File: src/jcfp_pkg.sv
`default_nettype none
// ----------------------------------------------------------------------------
// jcfp_pkg
// Shared types and constants for the class file parser core.
// ----------------------------------------------------------------------------
package jcfp_pkg;

	localparam int unsigned MAX_STREAM_BYTES_DEF = 65536;
	localparam int unsigned QUEUE_DEPTH = 4;
	localparam int unsigned QUEUE_AW = 2;

	// record kinds
	localparam logic [2:0] KIND_POOL   = 3'd0;
	localparam logic [2:0] KIND_HEADER = 3'd1;
	localparam logic [2:0] KIND_IFACE  = 3'd2;
	localparam logic [2:0] KIND_FIELD  = 3'd3;
	localparam logic [2:0] KIND_METHOD = 3'd4;
	localparam logic [2:0] KIND_DONE   = 3'd5;
	localparam logic [2:0] KIND_ERROR  = 3'd6;

	// error codes
	localparam logic [1:0] ERR_NONE  = 2'd0;
	localparam logic [1:0] ERR_MAGIC = 2'd1;
	localparam logic [1:0] ERR_TAG   = 2'd2;
	localparam logic [1:0] ERR_EARLY = 2'd3;

	typedef struct packed {
		logic [2:0]  record_kind;
		logic [15:0] item_index;
		logic [7:0]  entry_tag;
		logic [15:0] access_flags;
		logic [15:0] first_index;
		logic [15:0] second_index;
		logic [31:0] word_value;
		logic [15:0] attribute_count;
		logic [1:0]  error_code;
	} rec_t;

endpackage
`default_nettype wire

File: src/jcfp_front.sv
`default_nettype none
// ----------------------------------------------------------------------------
// jcfp_front
// Byte-wise parser: one state update per accepted byte, at most one record.
// ----------------------------------------------------------------------------
module jcfp_front #(
	parameter int unsigned MAX_STREAM_BYTES = jcfp_pkg::MAX_STREAM_BYTES_DEF
) (
	input  wire               clk,
	input  wire               arst_n,
	input  wire               in_valid,
	input  wire [7:0]         in_byte,
	input  wire               in_last,
	input  wire               in_ready,
	output logic              rec_valid,
	output jcfp_pkg::rec_t    rec
);

	localparam int unsigned OFF_W = $clog2(MAX_STREAM_BYTES + 1);
	localparam logic [OFF_W-1:0] OFF_MAX = OFF_W'(MAX_STREAM_BYTES);

	localparam logic [4:0] PH_MAGIC = 5'd0;
	localparam logic [4:0] PH_VERSION = 5'd1;
	localparam logic [4:0] PH_POOL_COUNT = 5'd2;
	localparam logic [4:0] PH_TAG = 5'd3;
	localparam logic [4:0] PH_BODY = 5'd4;
	localparam logic [4:0] PH_TEXT = 5'd5;
	localparam logic [4:0] PH_ACCESS = 5'd6;
	localparam logic [4:0] PH_THIS = 5'd7;
	localparam logic [4:0] PH_SUPER = 5'd8;
	localparam logic [4:0] PH_IFACE_COUNT = 5'd9;
	localparam logic [4:0] PH_IFACE = 5'd10;
	localparam logic [4:0] PH_FIELD_COUNT = 5'd11;
	localparam logic [4:0] PH_MEMBER = 5'd12;
	localparam logic [4:0] PH_ATTR_HEAD = 5'd13;
	localparam logic [4:0] PH_ATTR_BODY = 5'd14;
	localparam logic [4:0] PH_METHOD_COUNT = 5'd15;
	localparam logic [4:0] PH_TAIL = 5'd16;
	localparam logic [4:0] PH_DONE = 5'd17;
	localparam logic [4:0] PH_ERROR = 5'd18;

	localparam logic [7:0] TAG_UTF8 = 8'd1;
	localparam logic [7:0] TAG_INT = 8'd3;
	localparam logic [7:0] TAG_LONG = 8'd5;
	localparam logic [7:0] TAG_DOUBLE = 8'd6;
	localparam logic [7:0] TAG_CLASS = 8'd7;
	localparam logic [7:0] TAG_STRING = 8'd8;

	logic [4:0]       phase_q, n_phase;
	logic [3:0]       bif_q, n_bif;
	logic [31:0]      acc_q, n_acc;
	logic [31:0]      skip_q, n_skip;
	logic [OFF_W-1:0] off_q, n_off;
	logic [15:0]      pcount_q, n_pcount;
	logic [16:0]      pslot_q, n_pslot;
	logic [7:0]       tag_q, n_tag;
	logic [15:0]      lcount_q, n_lcount;
	logic [15:0]      lpos_q, n_lpos;
	logic [15:0]      attr_q, n_attr;
	logic [15:0]      hacc_q, n_hacc;
	logic [15:0]      hfirst_q, n_hfirst;
	logic [15:0]      hsecond_q, n_hsecond;
	logic             meth_q, n_meth;

	logic             accept;
	logic [31:0]      acc_sh;
	logic [3:0]       bif_p1;
	logic [3:0]       body_w;
	logic [15:0]      lpos_p1;
	logic [15:0]      attr_m1;
	logic [16:0]      slot_next;

	assign accept = in_valid && in_ready;
	assign acc_sh = {acc_q[23:0], in_byte};
	assign bif_p1 = bif_q + 4'd1;
	assign lpos_p1 = lpos_q + 16'd1;
	assign attr_m1 = attr_q - 16'd1;
	assign slot_next = pslot_q + ((tag_q == TAG_LONG || tag_q == TAG_DOUBLE) ? 17'd2 : 17'd1);

	// fixed body size after a tag, zero for unknown tags
	function automatic logic [3:0] body_bytes(input logic [7:0] t);
		case (t)
			8'd1, 8'd7, 8'd8, 8'd16: body_bytes = 4'd2;
			8'd3, 8'd4, 8'd9, 8'd10, 8'd11, 8'd12, 8'd18: body_bytes = 4'd4;
			8'd5, 8'd6: body_bytes = 4'd8;
			8'd15: body_bytes = 4'd3;
			default: body_bytes = 4'd0;
		endcase
	endfunction

	assign body_w = body_bytes(tag_q);

	// next-state and record logic for one byte
	always_comb begin
		n_phase = phase_q; n_bif = bif_q; n_acc = acc_q; n_skip = skip_q;
		n_off = off_q; n_pcount = pcount_q; n_pslot = pslot_q; n_tag = tag_q;
		n_lcount = lcount_q; n_lpos = lpos_q; n_attr = attr_q; n_hacc = hacc_q;
		n_hfirst = hfirst_q; n_hsecond = hsecond_q; n_meth = meth_q;
		rec_valid = 1'b0;
		rec = '0;

		if (phase_q != PH_DONE && phase_q != PH_ERROR && off_q >= OFF_MAX) begin
			rec_valid = 1'b1; rec.record_kind = jcfp_pkg::KIND_ERROR;
			rec.error_code = jcfp_pkg::ERR_EARLY; n_phase = PH_ERROR;
		end else begin
			case (phase_q)
				PH_MAGIC, PH_VERSION: begin
					n_acc = acc_sh;
					if (bif_p1 >= 4'd4) begin
						n_bif = '0;
						if (phase_q == PH_VERSION) n_phase = PH_POOL_COUNT;
						else if (acc_sh != 32'hCAFEBABE) begin
							rec_valid = 1'b1; rec.record_kind = jcfp_pkg::KIND_ERROR;
							rec.error_code = jcfp_pkg::ERR_MAGIC; n_phase = PH_ERROR;
						end else n_phase = PH_VERSION;
					end else n_bif = bif_p1;
				end
				PH_POOL_COUNT: begin
					n_acc = acc_sh;
					if (bif_p1 >= 4'd2) begin
						n_bif = '0; n_pcount = acc_sh[15:0]; n_pslot = 17'd1;
						n_phase = (acc_sh[15:0] <= 16'd1) ? PH_ACCESS : PH_TAG;
					end else n_bif = bif_p1;
				end
				PH_TAG: begin
					n_tag = in_byte;
					if (body_bytes(in_byte) == 4'd0) begin
						rec_valid = 1'b1; rec.record_kind = jcfp_pkg::KIND_ERROR;
						rec.error_code = jcfp_pkg::ERR_TAG; n_phase = PH_ERROR;
					end else n_phase = PH_BODY;
				end
				PH_BODY: begin
					n_acc = acc_sh;
					if (bif_p1 >= body_w) begin
						n_bif = '0;
						rec_valid = 1'b1;
						rec.record_kind = jcfp_pkg::KIND_POOL;
						rec.item_index = pslot_q[15:0];
						rec.entry_tag = tag_q;
						n_pslot = slot_next;
						n_phase = ({1'b0, slot_next} >= {2'b0, pcount_q}) ? PH_ACCESS : PH_TAG;
						case (tag_q)
							TAG_UTF8: begin
								rec.first_index = acc_sh[15:0];
								rec.word_value = 32'(off_q) + 32'd1;
								n_skip = {16'd0, acc_sh[15:0]};
								if (acc_sh[15:0] != 16'd0) begin
									n_pslot = pslot_q; n_phase = PH_TEXT;
								end
							end
							TAG_INT: rec.word_value = acc_sh;
							TAG_CLASS, TAG_STRING: rec.first_index = acc_sh[15:0];
							8'd9, 8'd10, 8'd11, 8'd12: begin
								rec.first_index = acc_sh[31:16];
								rec.second_index = acc_sh[15:0];
							end
							default: ;
						endcase
					end else n_bif = bif_p1;
				end
				PH_TEXT: begin
					n_skip = skip_q - 32'd1;
					if (skip_q == 32'd1) begin
						n_pslot = slot_next;
						n_phase = ({1'b0, slot_next} >= {2'b0, pcount_q}) ? PH_ACCESS : PH_TAG;
					end
				end
				PH_ACCESS, PH_THIS, PH_SUPER, PH_IFACE_COUNT, PH_IFACE,
				PH_FIELD_COUNT, PH_METHOD_COUNT: begin
					n_acc = acc_sh;
					if (bif_p1 >= 4'd2) begin
						n_bif = '0;
						case (phase_q)
							PH_ACCESS: begin n_hacc = acc_sh[15:0]; n_phase = PH_THIS; end
							PH_THIS: begin n_hfirst = acc_sh[15:0]; n_phase = PH_SUPER; end
							PH_SUPER: begin
								n_hsecond = acc_sh[15:0];
								rec_valid = 1'b1; rec.record_kind = jcfp_pkg::KIND_HEADER;
								rec.access_flags = hacc_q; rec.first_index = hfirst_q;
								rec.second_index = acc_sh[15:0];
								n_phase = PH_IFACE_COUNT;
							end
							PH_IFACE_COUNT: begin
								n_lcount = acc_sh[15:0]; n_lpos = '0;
								n_phase = (acc_sh[15:0] != 16'd0) ? PH_IFACE : PH_FIELD_COUNT;
							end
							PH_IFACE: begin
								rec_valid = 1'b1; rec.record_kind = jcfp_pkg::KIND_IFACE;
								rec.item_index = lpos_q; rec.first_index = acc_sh[15:0];
								n_lpos = lpos_p1;
								if (lpos_p1 >= lcount_q) n_phase = PH_FIELD_COUNT;
							end
							default: begin
								// field or method count opens a member list
								n_meth = (phase_q == PH_METHOD_COUNT);
								n_lcount = acc_sh[15:0]; n_lpos = '0;
								if (acc_sh[15:0] != 16'd0) n_phase = PH_MEMBER;
								else n_phase = (phase_q == PH_METHOD_COUNT) ? PH_TAIL
									: PH_METHOD_COUNT;
							end
						endcase
					end else n_bif = bif_p1;
				end
				PH_MEMBER: begin
					n_acc = acc_sh;
					if (bif_p1 >= 4'd8) begin
						n_bif = '0;
						n_attr = acc_sh[15:0];
						rec_valid = 1'b1;
						rec.record_kind = meth_q ? jcfp_pkg::KIND_METHOD : jcfp_pkg::KIND_FIELD;
						rec.item_index = lpos_q; rec.access_flags = hacc_q;
						rec.first_index = hfirst_q; rec.second_index = hsecond_q;
						rec.attribute_count = acc_sh[15:0];
						if (acc_sh[15:0] == 16'd0) begin
							n_lpos = lpos_p1;
							if (lpos_p1 < lcount_q) n_phase = PH_MEMBER;
							else n_phase = meth_q ? PH_TAIL : PH_METHOD_COUNT;
						end else n_phase = PH_ATTR_HEAD;
					end else begin
						n_bif = bif_p1;
						if (bif_p1 == 4'd2) n_hacc = acc_sh[15:0];
						else if (bif_p1 == 4'd4) n_hfirst = acc_sh[15:0];
						else if (bif_p1 == 4'd6) n_hsecond = acc_sh[15:0];
					end
				end
				PH_ATTR_HEAD, PH_ATTR_BODY: begin
					// attribute done when the length is zero or the body ends
					logic fin;
					fin = 1'b0;
					if (phase_q == PH_ATTR_HEAD) begin
						n_acc = acc_sh;
						if (bif_p1 >= 4'd6) begin
							n_bif = '0; n_skip = acc_sh;
							if (acc_sh == 32'd0) fin = 1'b1;
							else n_phase = PH_ATTR_BODY;
						end else n_bif = bif_p1;
					end else begin
						n_skip = skip_q - 32'd1;
						fin = (skip_q == 32'd1);
					end
					if (fin) begin
						n_attr = attr_m1;
						if (attr_m1 == 16'd0) begin
							n_lpos = lpos_p1;
							if (lpos_p1 < lcount_q) n_phase = PH_MEMBER;
							else n_phase = meth_q ? PH_TAIL : PH_METHOD_COUNT;
						end else n_phase = PH_ATTR_HEAD;
					end
				end
				PH_TAIL: begin
					rec_valid = 1'b1; rec.record_kind = jcfp_pkg::KIND_DONE;
					n_phase = PH_DONE;
				end
				default: ;
			endcase
		end

		if (off_q < OFF_MAX) n_off = off_q + OFF_W'(1);

		// final byte: flag early end, then restart for a new file
		if (in_last) begin
			if (n_phase != PH_DONE && n_phase != PH_ERROR) begin
				rec_valid = 1'b1; rec = '0;
				rec.record_kind = jcfp_pkg::KIND_ERROR;
				rec.error_code = jcfp_pkg::ERR_EARLY;
			end
			n_phase = PH_MAGIC; n_bif = '0; n_acc = '0; n_skip = '0; n_off = '0;
			n_pcount = '0; n_pslot = '0; n_tag = '0; n_lcount = '0; n_lpos = '0;
			n_attr = '0; n_hacc = '0; n_hfirst = '0; n_hsecond = '0; n_meth = 1'b0;
		end
	end

	// parser state
	always_ff @(posedge clk or negedge arst_n) begin
		if (!arst_n) begin
			phase_q <= PH_MAGIC; bif_q <= '0; acc_q <= '0; skip_q <= '0; off_q <= '0;
			pcount_q <= '0; pslot_q <= '0; tag_q <= '0; lcount_q <= '0; lpos_q <= '0;
			attr_q <= '0; hacc_q <= '0; hfirst_q <= '0; hsecond_q <= '0; meth_q <= 1'b0;
		end else if (accept) begin
			phase_q <= n_phase; bif_q <= n_bif; acc_q <= n_acc; skip_q <= n_skip;
			off_q <= n_off; pcount_q <= n_pcount; pslot_q <= n_pslot; tag_q <= n_tag;
			lcount_q <= n_lcount; lpos_q <= n_lpos; attr_q <= n_attr; hacc_q <= n_hacc;
			hfirst_q <= n_hfirst; hsecond_q <= n_hsecond; meth_q <= n_meth;
		end
	end

endmodule
`default_nettype wire

File: src/jcfp_queue.sv
`default_nettype none
// ----------------------------------------------------------------------------
// jcfp_queue
// Short record queue between the parser and the output side.
// ----------------------------------------------------------------------------
module jcfp_queue (
	input  wire             clk,
	input  wire             arst_n,
	input  wire             push,
	input  jcfp_pkg::rec_t  push_rec,
	output logic            full,
	output logic            out_valid,
	input  wire             out_ready,
	output jcfp_pkg::rec_t  out_rec
);

	localparam int unsigned AW = jcfp_pkg::QUEUE_AW;

	jcfp_pkg::rec_t mem_q [jcfp_pkg::QUEUE_DEPTH];
	logic [AW-1:0]  wr_q, rd_q;
	logic [AW:0]    cnt_q;
	logic           pop;

	assign full = (cnt_q == (AW+1)'(jcfp_pkg::QUEUE_DEPTH));
	assign out_valid = (cnt_q != '0);
	assign out_rec = mem_q[rd_q];
	assign pop = out_valid && out_ready;

	// storage
	always_ff @(posedge clk) begin
		if (push) mem_q[wr_q] <= push_rec;
	end

	// pointers and fill count
	always_ff @(posedge clk or negedge arst_n) begin
		if (!arst_n) begin
			wr_q <= '0; rd_q <= '0; cnt_q <= '0;
		end else begin
			if (push) wr_q <= wr_q + AW'(1);
			if (pop) rd_q <= rd_q + AW'(1);
			if (push && !pop) cnt_q <= cnt_q + (AW+1)'(1);
			else if (pop && !push) cnt_q <= cnt_q - (AW+1)'(1);
		end
	end

endmodule
`default_nettype wire

File: src/java_class_file_parser_core.sv
`default_nettype none
// ----------------------------------------------------------------------------
// java_class_file_parser_core
// Streaming class file parser: bytes in, one record per parsed entity out.
// ----------------------------------------------------------------------------
// Takes one class file byte per cycle and emits pool, header, interface,
// field, method, done and error records with raw indices. Each byte makes
// one update of the parser state machine; records pass through a four-entry
// queue, so input keeps flowing at one byte per cycle while the queue has
// room, and stalls only when the output side holds it full.
module java_class_file_parser_core #(
	parameter int unsigned MAX_STREAM_BYTES = jcfp_pkg::MAX_STREAM_BYTES_DEF
) (
	input  wire          clk,
	input  wire          arst_n,
	input  wire          s_tvalid,
	output logic         s_tready,
	input  wire  [7:0]   s_tdata,   // data_byte
	input  wire          s_tlast,   // last_byte
	output logic         m_tvalid,
	input  wire          m_tready,
	// item_index, entry_tag, access_flags, first_index, second_index,
	// word_value, attribute_count, error_code, zero fill
	output logic [127:0] m_tdata,
	output logic [2:0]   m_tuser    // record_kind
);

	logic           rec_valid;
	logic           q_full;
	jcfp_pkg::rec_t rec, out_rec;

	assign s_tready = !q_full;

	jcfp_front #(.MAX_STREAM_BYTES(MAX_STREAM_BYTES)) u_front (
		.clk(clk), .arst_n(arst_n), .in_valid(s_tvalid), .in_byte(s_tdata),
		.in_last(s_tlast), .in_ready(s_tready), .rec_valid(rec_valid), .rec(rec)
	);

	jcfp_queue u_queue (
		.clk(clk), .arst_n(arst_n), .push(s_tvalid && s_tready && rec_valid),
		.push_rec(rec), .full(q_full), .out_valid(m_tvalid), .out_ready(m_tready),
		.out_rec(out_rec)
	);

	// output packing
	assign m_tuser = out_rec.record_kind;
	assign m_tdata = {6'd0, out_rec.error_code, out_rec.attribute_count,
		out_rec.word_value, out_rec.second_index, out_rec.first_index,
		out_rec.access_flags, out_rec.entry_tag, out_rec.item_index};

`ifndef SYNTHESIS
	a_kind_range: assert property (@(posedge clk) disable iff (!arst_n)
		m_tvalid |-> m_tuser <= jcfp_pkg::KIND_ERROR)
		else $error("record kind out of range");
	a_err_code: assert property (@(posedge clk) disable iff (!arst_n)
		(m_tvalid && m_tuser == jcfp_pkg::KIND_ERROR) |-> m_tdata[121:120] != 2'd0)
		else $error("error record without code");
	a_no_err_code: assert property (@(posedge clk) disable iff (!arst_n)
		(m_tvalid && m_tuser != jcfp_pkg::KIND_ERROR) |-> m_tdata[121:120] == 2'd0)
		else $error("error code on normal record");
`endif

endmodule
`default_nettype wire
File: config.mk
export PLATFORM = sky130hd
export DESIGN_NAME = java_class_file_parser_core
export DESIGN_NICKNAME = d
export VERILOG_FILES = /design/src/jcfp_pkg.sv /design/src/jcfp_front.sv /design/src/jcfp_queue.sv /design/src/java_class_file_parser_core.sv
export SDC_FILE = /design/constraint.sdc
export NUM_CORES = 1
export LEC_CHECK = 0
export BUFFER_PORTS_ARGS = -buffer_cell sky130_fd_sc_hd__clkbuf_2
export CAP_MARGIN = 10
export CORE_MARGIN = 2
export CORE_UTILIZATION = 58
export CTS_BUF_LIST = sky130_fd_sc_hd__clkbuf_4
export CTS_CLUSTER_SIZE = 8
export DETAILED_ROUTE_END_ITERATION = 8
export GPL_TIMING_DRIVEN = 0
export PLACE_DENSITY = 0.79
export SLEW_MARGIN = 20
export SYNTH_ARGS = -nofsm -noshare
export SYNTH_HDL_FRONTEND = slang
export SYNTH_HIERARCHICAL = 1
export SYNTH_SLANG_ARGS = --single-unit
export TNS_END_PERCENT = 30
File: constraint.sdc
create_clock -name clk -period 7.28 [get_ports clk]
set_input_delay 0 -clock clk [delete_from_list [all_inputs] [get_ports clk]]
set_output_delay 0 -clock clk [all_outputs]
set_load 0.005 [all_outputs]
# == Word-level counts from Yosys, hierarchy flattened ==
# Memory sizes are Yosys's and may differ from the RTL's.
# Cells that the tools add are included.
# word_totals
ram_bits,500
latch_bits,0
mem_bits_ro,256
register_bits,227
out_inout_bits,133
inputBits,13
mem_count,3
# mem_list
name,words,word_bits,read_ports,rd_clocked_by_memory_dff,write_ports,line,rtl
u_queue.mem_q,4,125,1,0,1,jcfp_queue.sv:19,jcfp_pkg::rec_t mem_q [jcfp_pkg::QUEUE_DEPTH];
(name not given),32,4,1,0,0,jcfp_front.sv:82,case (t)
(name not given),32,4,1,0,0,jcfp_front.sv:82,
# op_classes
order_cmp,11
n_div,0
add_sub_neg,11
n_reduce_logical,59
bitwise_logic,0
n_shift,0
mul,0
mux,177
n_eq_ne,61
# op_table
cell,count
16-bit 2-to-1 mux,47
16-bit one-hot mux with 2 select lines,8
125-bit 2-to-1 mux,2
32-bit 2-to-1 mux,7
32-bit one-hot mux with 3 select lines,2
17-bit 2-to-1 mux,9
120-bit 2-to-1 mux,1
5-bit 2-to-1 mux,24
24-bit 2-to-1 mux,4
48-bit 2-to-1 mux,2
16-bit one-hot mux with 3 select lines,2
64-bit 2-to-1 mux,1
32-bit one-hot mux with 2 select lines,1
17-bit one-hot mux with 3 select lines,1
4-bit 2-to-1 mux,12
24-bit one-hot mux with 2 select lines,1
3-bit by 2-bit != test with 1-bit output (second input constant),15
5-bit one-hot mux with 9 select lines,1
5-bit by 4-bit == test with 1-bit output (second input constant),8
8-bit by 4-bit == test with 1-bit output (second input constant),5
19-bit 2-to-1 mux,2
32-bit by 1-bit == test with 1-bit output (second input constant),1
16-bit zero test,2
32-bit zero test,1
71 further kinds,160

# == Logic depth before layout (Yosys ltp) ==
# Gate-level depths: netlist of the first run.
# depth
word_depth,20
depth_mapped,32
mapped_depth_nobuf,31

# == By module ==
# The synthesis of the first run kept the hierarchy.
# by_module_without_submodules
module,n_inst,cells_each,area_each_um2
jcfp_queue,1,687,18387.6
jcfp_front,1,1903,15053.2
java_class_file_parser_core,1,9,61.3

# == Least setup slack after synthesis of the first run ==
# Ideal clock, no wire load.
# synth_timing
path_type,reg-to-reg
from,register u_front.tag_q[4]
to,memory u_queue/mem_q[0][0] in the netlist's numbering (enable)
n_path_buf,1
required_time_ps,6781
path_stages_with_launch,22
setup_time_ps,499
arrival_time_ps,7487
setup_slack_ps,-706
synth_period_minus_slack_ps,7986
path_cell_list,dfrtp_1 or4_1 nor4_1 inv_1 fa_1 nand3b_1 nor2_1 and3_1 xor2_1 ha_1 nand4_1 nor3_1 nand2_1 a31oi_1 a211oi_1 o41ai_1 xor2_1 o31a_1 buf_6 or3_1 and3b_1 and2_1
# synth_between
elab_chain_cells,18
# synth_rtl
element,line,rtl
start: declaration,jcfp_front.sv:56,"logic [7:0] tag_q, n_tag;"
start signal: assignment,jcfp_front.sv:281,off_q <= n_off; pcount_q <= n_pcount; pslot_q <= n_pslot; tag_q <= n_tag;
8-bit by 3-bit == test with 1-bit output,jcfp_front.sv:78,assign slot_next = pslot_q + ((tag_q == TAG_LONG || tag_q == TAG_DOUBLE) ? 17'd2 : 17'd1);
1-bit logical OR,jcfp_front.sv:78,
2-bit 2-to-1 mux,jcfp_front.sv:78,
17-bit adder,jcfp_front.sv:78,
17-bit by 16-bit greater-or-equal comparator with 1-bit output,"jcfp_front.sv:141, jcfp_front.sv:165",
3-bit 2-to-1 mux,"jcfp_front.sv:141, jcfp_front.sv:165",
5-bit 2-to-1 mux,jcfp_front.sv:147,if (acc_sh[15:0] != 16'd0) begin
5-bit 2-to-1 mux,jcfp_front.sv:142,case (tag_q)
[... 3 more ...],n/a,
5-bit != test,jcfp_front.sv:262,if (n_phase != PH_DONE && n_phase != PH_ERROR) begin
1-bit logical AND,jcfp_front.sv:262,
1-bit 2-to-1 mux,jcfp_front.sv:262,
1-bit 2-to-1 mux (*),jcfp_front.sv:261,if (in_last) begin
named net rec_valid,java_class_file_parser_core.sv:28,logic rec_valid;
1-bit logical AND (*),java_class_file_parser_core.sv:40,".clk(clk), .arst_n(arst_n), .push(s_tvalid && s_tready && rec_valid),"
1-bit 2-to-1 mux (*),jcfp_queue.sv:31,if (push) mem_q[wr_q] <= push_rec;
1-bit 2-to-1 mux (not written as such) (*),jcfp_queue.sv:31,
end: declaration,jcfp_queue.sv:19,
# The timed path passes the listed nets; every way through them passes the cells marked *.

# == Worst setup path after layout of the first run ==
# layout_timing
from,register u_front.tag_q[0]
to,memory u_queue/mem_q[3][86] in the netlist's numbering (enable)
# Same word-level chain as after synthesis.

==> results.ini, run 1 <==
[clocking]
numCtsBuffers=176
insertion_delay_ns=1.05
cts_root_buffer=clkbuf_4
tritoncts=built
h-tree-depth=4
tritoncts_num_sinks=727
clkTransAtPathRegs_ns=0.07
clockBufferDepth=3

[power]
power.internal_w=0.00842
total_leakage_power_nw=14.6
p_per_area_nw_per_um2=338
vdd_drop_max_mv=0.219
clock_power_share_pct=26.3
p_switching_w=0.00445
swShare_pct=34.6
p_seq_share_pct=41.9
combinationalPowerShare_pct=31.8

[logic_synthesis]
ys_seq_area_share_pct=61.8
async_reset_ff_share_pct=31.2
synth_edf_count=500
netlist_instances=2599
ys_ff_latch=727
yosysUniqueCellTypes=69
ys_top_cells_by_area=edfxtp_1 45%, dfrtp_1 17%, mux4_2 8.4%
synth.largest_area_cell=edfxtp_1
syn_avg_cell_area_um2=12.9
synthFlopType=edfxtp_1
syn_area_um2=33500
synth_top_area_share_pct=44.8
yosys_warnings=6

[place]
placedCellCount=3520
place_area_um2=35500
place_hpwl_um=70200
gp_congestion=1.01
port_buffers=139

[sta]
slew_viol_final=0
hold_viol_final=0
fin_skew_ns=0.0687
post-route-min-period_ns=6.96
tightest_slew_ns=1.26
whs_ns=0.157
slew_headroom_pct=16.1
setup_violations=0
fin_tns_setup_ns=0
period_share_pct=95.6
fmax_mhz=144

[worst_setup_path]
reg2reg_slack_ns=0.32
critical_path.top_delay_family=simple AND/OR/NAND/NOR gates
rr_endpoint=u_queue/mem_q[3][86]
max_stage_delay_ns=0.40
cp-end-kind=flop
regToRegStartpoint=u_front/tag_q[0]
arrival_ns=7.68
rr_worst_depth=29
critPathLaunch=u_front/tag_q[0]
worstPathMaxFanout=47
cp_common_cell=ha_1
worstSetupPathType=flop to flop
cp_num_buf_inv=8
cp_slowest_cell=or3_1
startpoint_type=flop
worstPathRequired_ns=8.00

[routing]
drc_errors=0
antenna_left=0
drt_iter0_markers=3364
dr_total_vias=25000
post_drt_wl_per_cell_um=26.1
vias_per_cell=6.45
wl_um=101000
dr.pass1.iters=9

[floorplan]
die_height_um=244
placementRows=88
pin_count=146
initial_core_util_pct=58.4
dieArea_um2=59700
die_x_um=244
core_um2=57400

[layout]
stdcell_area_um2=38100
finalNetCount=3031
area_growth_pct=13.8
final_cells=3872
drive_gt1_share_pct=23.0
utilization_pct=66.5

[min_path]
hp-start=s_tvalid
hp-class=primary input to flop
hold_depth=4
hold_end=u_queue/wr_q[0]

[global_route]
grt_max_degree=89
grt_pass1_wl_um=151000
grt_antenna_before_repair=4
grt_overflow=0
grt_pass1_vias=24800
grtUsageTotal_pct=34.2

[job]
maxCapViolCount=0

[outcome]
status=finished, final reports clean

## synthesized netlist by cell type (8+ instances only)
| cell type | n |
|---|---|
| a211oi_1 | 8 |
| a21o_1 | 8 |
| a21oi_1 | 78 |
| a222oi_1 | 16 |
| a22oi_1 | 61 |
| a31oi_1 | 16 |
| and2_1 | 17 |
| and3_1 | 27 |
| buf_2 | 28 |
| clkbuf_1 | 121 |
| dfrtp_1 | 227 |
| edfxtp_1 | 500 |
| ha_1 | 60 |
| inv_1 | 62 |
| mux2_2 | 54 |
| mux4_2 | 125 |
| nand2_1 | 267 |
| nand2b_1 | 41 |
| nand3_1 | 71 |
| nand4_1 | 24 |
| nor2_1 | 201 |
| nor2b_1 | 22 |
| nor3_1 | 93 |
| nor4_1 | 37 |
| o211ai_1 | 8 |
| o21ai_0 | 205 |
| o31ai_1 | 15 |
| or3_1 | 14 |
| xnor2_1 | 22 |
| xor2_1 | 35 |
## layer usage
metal,track usage [%],up-vias,part of all wire [%]
met5,0,-,0
met4,15.2,0,4.4
met3,8.41,316,9.7
met2,54.3,1585,47
met1,45.3,12400,38
li1,-,10700,-
## power groups by stage
stage / combinational [W] / clock, W / sequential, W
floorplan: 0.00249 / 0 / 0.00534
global placement: 0.00386 / 0 / 0.00547
detailed placement: 0.00399 / 0 / 0.00545
CTS: 0.00403 / 0.00345 / 0.00537
global route: 0.00436 / 0.00366 / 0.00542
finish: 0.00410 / 0.00339 / 0.00539
## what timing repair did
action | CTS | global route
hold buffers | 16 | 0
gates cloned | 1 | 2
setup endpoints to repair | 334 | 332
resized for setup | 4 | 13
endpoints found under the hold margin | 492 | 0
setup buffers | 0 | 4
pin swaps | 2 | 9
## cell type report
cell class | instances | area, um^2
Antenna cell | 4 | 10.0
Clock inverter | 64 | 362
Timing Repair Buffer | 171 | 1200
Multi-Input combinational cell | 1651 | 12000
Inverter | 63 | 236
Fill cell | 4196 | 19200
Sequential cell | 727 | 20700
Clock buffer | 261 | 1960
Buffer | 166 | 748
Tap cell | 765 | 957
## placed cells by master (no fill, tap or decap), types with 35 or more instances in the layout
cell type  netlist  routed
a21oi_1         78      78
a22oi_1         61      61
clkbuf_1       121     112
clkbuf_2         0     147
clkbuf_4         0     261
clkinv_1         0      42
dfrtp_1        227     227
edfxtp_1       500     500
ha_1            60      60
inv_1           62      61
mux2_2          54      54
mux4_2         125     125
nand2_1        267     267
nand2b_1        41      41
nand3_1         71      71
nor2_1         201     198
nor3_1          93      90
nor4_1          37      36
o21ai_0        205     205
xor2_1          35      35
## worst min-delay path, cell delays in order
cell and delay, ns:
dlygate4sd3_1 0.57, clkbuf_2 0.13, and3b_2 0.31, xor2_1 0.11
## kinds of logic after synthesis
family / Yosys count / share of synthesized area (%)
buffers and inverters: 229 / 2.91
xor gates and xnor gates: 57 / 1.49
other: 1 / 0.0112
adders and majority gates: 62 / 2.36
muxes: 182 / 10.3
AOI/OAI and AO/OA: 476 / 8.75
and+or+nand+nor: 865 / 12.4
DFF: 727 / 61.8
## through the flow
stage	total power, W	setup WS (ns)
3_5_place_dp	0.00944	-0.351
3_3_place_gp	0.00933	-4.11
5_1_grt	0.0134	-0.0192
4_1_cts	0.0128	0.0207
6_report	0.0129	0.320
2_1_floorplan	0.00783	-0.706
## flip-flops by register name, indices dropped and copies added (netlist names), 17 cells and up
name,count
u_front/acc_q,24
u_front/off_q,17
u_front/pslot_q,17
u_front/skip_q,32
u_queue/mem_q,500
## worst max-delay path by stage
stage / slack, ns / endpoint / cells past startpoint
3_5_place_dp: -0.35 / u_queue/mem_q[3][76] / 24
4_1_cts: 0.02 / u_queue/mem_q[3][86] / 24
5_1_grt: -0.02 / u_queue/mem_q[3][86] / 29
6_report: 0.32 / u_queue/mem_q[3][86] / 29
2_1_floorplan: -0.71 / u_queue/mem_q[3][0] / 21
3_3_place_gp: -4.11 / u_queue/mem_q[3][76] / 21
Power figures use the tool's default switching activity.
==> inputs of run 2 (changes only) <==
--- a/config.mk
+++ b/config.mk
@@ -12,8 +12,7 @@
 export CTS_BUF_LIST = sky130_fd_sc_hd__clkbuf_4
 export CTS_CLUSTER_SIZE = 8
 export DETAILED_ROUTE_END_ITERATION = 8
-export GPL_TIMING_DRIVEN = 0
-export PLACE_DENSITY = 0.79
+export PLACE_DENSITY_LB_ADDON = 0.05
 export SLEW_MARGIN = 20
 export SYNTH_ARGS = -nofsm -noshare
 export SYNTH_HDL_FRONTEND = slang
==> run 2 against run 1 <==
Global-route usage shrank 2.2 points; count of clock-buffer cells in the layout is 10 higher; sequential share of layout area up 0.77 points; via count fell by 6.3%; sequential cell count did not move; largest power group unchanged; highest routed layer unchanged.
==> results.ini, run 2 (synthesis results as in run 1) <==
[outcome]
status=finished, final reports clean

[sta]
post-route-min-period_ns=6.81
slew_viol_final=0
tightest_slew_ns=1.15
hold_viol_final=0
fmax_mhz=147
setup_violations=0
fin_ws_ns=0.473
rsz0062_at_grt=no
slew_headroom_pct=23.3
fin_skew_ns=0.0451
period_share_pct=93.5

[layout]
stdcell_area_um2=37600
layout_commonest_cell=edfxtp_1
utilization_pct=65.6
fill_cells=4335
drive_gt1_share_pct=23.6
final_cell_mix=500 x edfxtp_1, 271 x clkbuf_4, 267 x nand2_1
top_register=u_queue/mem_q
finalNetCount=2913
largest_reg_flops=500
seqCellArea_um2=20700
multi_input_comb_area_um2=11900
top_regs=u_queue/mem_q x500, u_front/skip_q x32, u_front/acc_q x24
area_growth_pct=12.3

[worst_setup_path]
worstSetupPathType=flop to flop
startpoint_type=flop
cp-end-kind=flop
worstPathMaxFanout=57
reg2reg_slack_ns=0.47
arrival_ns=7.52
rr_endpoint=u_queue/mem_q[0][0]
crit_end=u_queue/mem_q[0][0]
worstPathRequired_ns=7.99
critPathLaunch=u_front/tag_q[4]
regToRegStartpoint=u_front/tag_q[4]
rr_worst_depth=24

[floorplan]
dieArea_um2=59700
die_height_um=244
die_x_um=244
initial_core_util_pct=58.4
placementRows=88
core_um2=57400
pin_count=146

[routing]
dr_total_vias=23400
antenna_left=0
drt_iter0_markers=2322
post_drt_wl_per_cell_um=25.1
dr.pass1.iters=7
vias_per_cell=6.25
route.met3.wl_um=7760
route.met2.wl_um=44100
wl_met1_um=39200
drc_errors=0
highest_layer=met4
wl_um=94000

[min_path]
hp-class=primary input to flop

[place]
port_buffers=139
pre_cts_slack_ns=0.561
gp_congestion=0.946
place_hpwl_um=61000
place_area_um2=35100

[power]
clock_power_share_pct=27.1
p_per_area_nw_per_um2=338
p_switching_w=0.00428
power.internal_w=0.00845
vdd_drop_max_mv=0.253
total_leakage_power_nw=14.4
combinationalPowerShare_pct=29.4
p_seq_share_pct=43.5
swShare_pct=33.6
p_total_w=0.0127

[clocking]
insertion_delay_ns=1.03
cts_root_buffer=clkbuf_4
clkTransAtPathRegs_ns=0.07
numCtsBuffers=184
clockBufferDepth=3
h-tree-depth=4
tritoncts=built
tritoncts_num_sinks=727

[global_route]
grt_pass1_wl_um=143000
grt_antenna_before_repair=4
grtUsageTotal_pct=32.0
grt_overflow=0
grt_max_degree=116
grt_pass1_vias=23300

[job]
maxCapViolCount=0

## run 2: changes by cell type in the layout (fill, tap and decap cells not counted), moves of 4 or more
cell / before / now
buf_12: 3 / 9
buf_16: 9 / 2
buf_2: 29 / 0
buf_4: 11 / 49
buf_6: 7 / 1
clkbuf_1: 112 / 0
clkbuf_2: 147 / 138
clkbuf_4: 261 / 271
clkinv_1: 42 / 34
inv_6: 1 / 5
## run 2: worst min-delay path by stage
stage | from | to | slack (ns) | cells after the start
floorplan | arst_n | u_front/acc_q[0] | -0.30 | 0
global placement | arst_n | u_front/skip_q[13] | 0.16 | 1
detailed placement | arst_n | u_front/skip_q[13] | 0.16 | 1
CTS | s_tdata[1] | u_front/acc_q[1] | 0.02 | 5
global route | s_tdata[1] | u_front/pcount_q[1] | 0.12 | 5
finish | s_tdata[1] | u_front/acc_q[1] | 0.13 | 5
## run 2: worst max-delay path, stage by stage, from the launching register on
cell	delay, ns
dfrtp_1	0.43
or4_1	0.65
nor4_1	0.23
buf_4	0.19
inv_1	0.07
fa_1	0.45
nand4b_1	0.26
nor2_1	0.18
nand2_1	0.09
xnor2_1	0.22
ha_1	0.29
a21oi_1	0.14
o21ai_0	0.12
a2111oi_0	0.42
a31oi_1	0.22
nor2_1	0.13
a21boi_0	0.10
nor4_2	0.34
o21ai_1	0.12
o31a_2	0.39
or3_1	0.42
and3b_1	0.22
buf_4	0.17
and2_4	0.29
buf_12	0.25
## run 2: timing repair
action / 4_1_cts / 5_1_grt
setup endpoints to repair: 0 / 4
hold buffers: 15 / 0
resized for setup: 0 / 1
buffers inserted: 0 / 0
hold endpoints to repair: 501 / 0
## run 2: power groups by stage
stage / clock network, W / logic (W) / registers [W]
floorplan: 0 / 0.00249 / 0.00534
global placement: 0 / 0.00366 / 0.00563
detailed placement: 0 / 0.00374 / 0.00562
CTS: 0.00353 / 0.00377 / 0.00553
global route: 0.00375 / 0.00403 / 0.00560
finish: 0.00345 / 0.00375 / 0.00554
## run 2: layout make-up
type	count	share of cell area [%]
clock buffers	271	5.41
diodes	7	0.0466
flip-flops and latches	727	55.0
well taps	765	2.54
inverters	63	0.629
clock inverters	51	0.841
repair buffers	214	3.88
multi-input cells	1648	31.6
## run 2: layer usage
layer | global-route usage [%] | vias to the layer above
li1 | - | 10400
met1 | 45.7 | 11700
met2 | 48.4 | 1080
met3 | 7.11 | 179
met4 | 12.8 | 0
met5 | 0 | -
## run 2: through the flow
step                      std cells  hold WS [ns]  setup TNS (ns)
final                          3746         0.126               0
after global routing           3745         0.115               0
after CTS                      3739        0.0204               0
after detailed placement       3402         0.160               0
after global placement         3401         0.163               0
after floorplan                2604        -0.296         -173.94
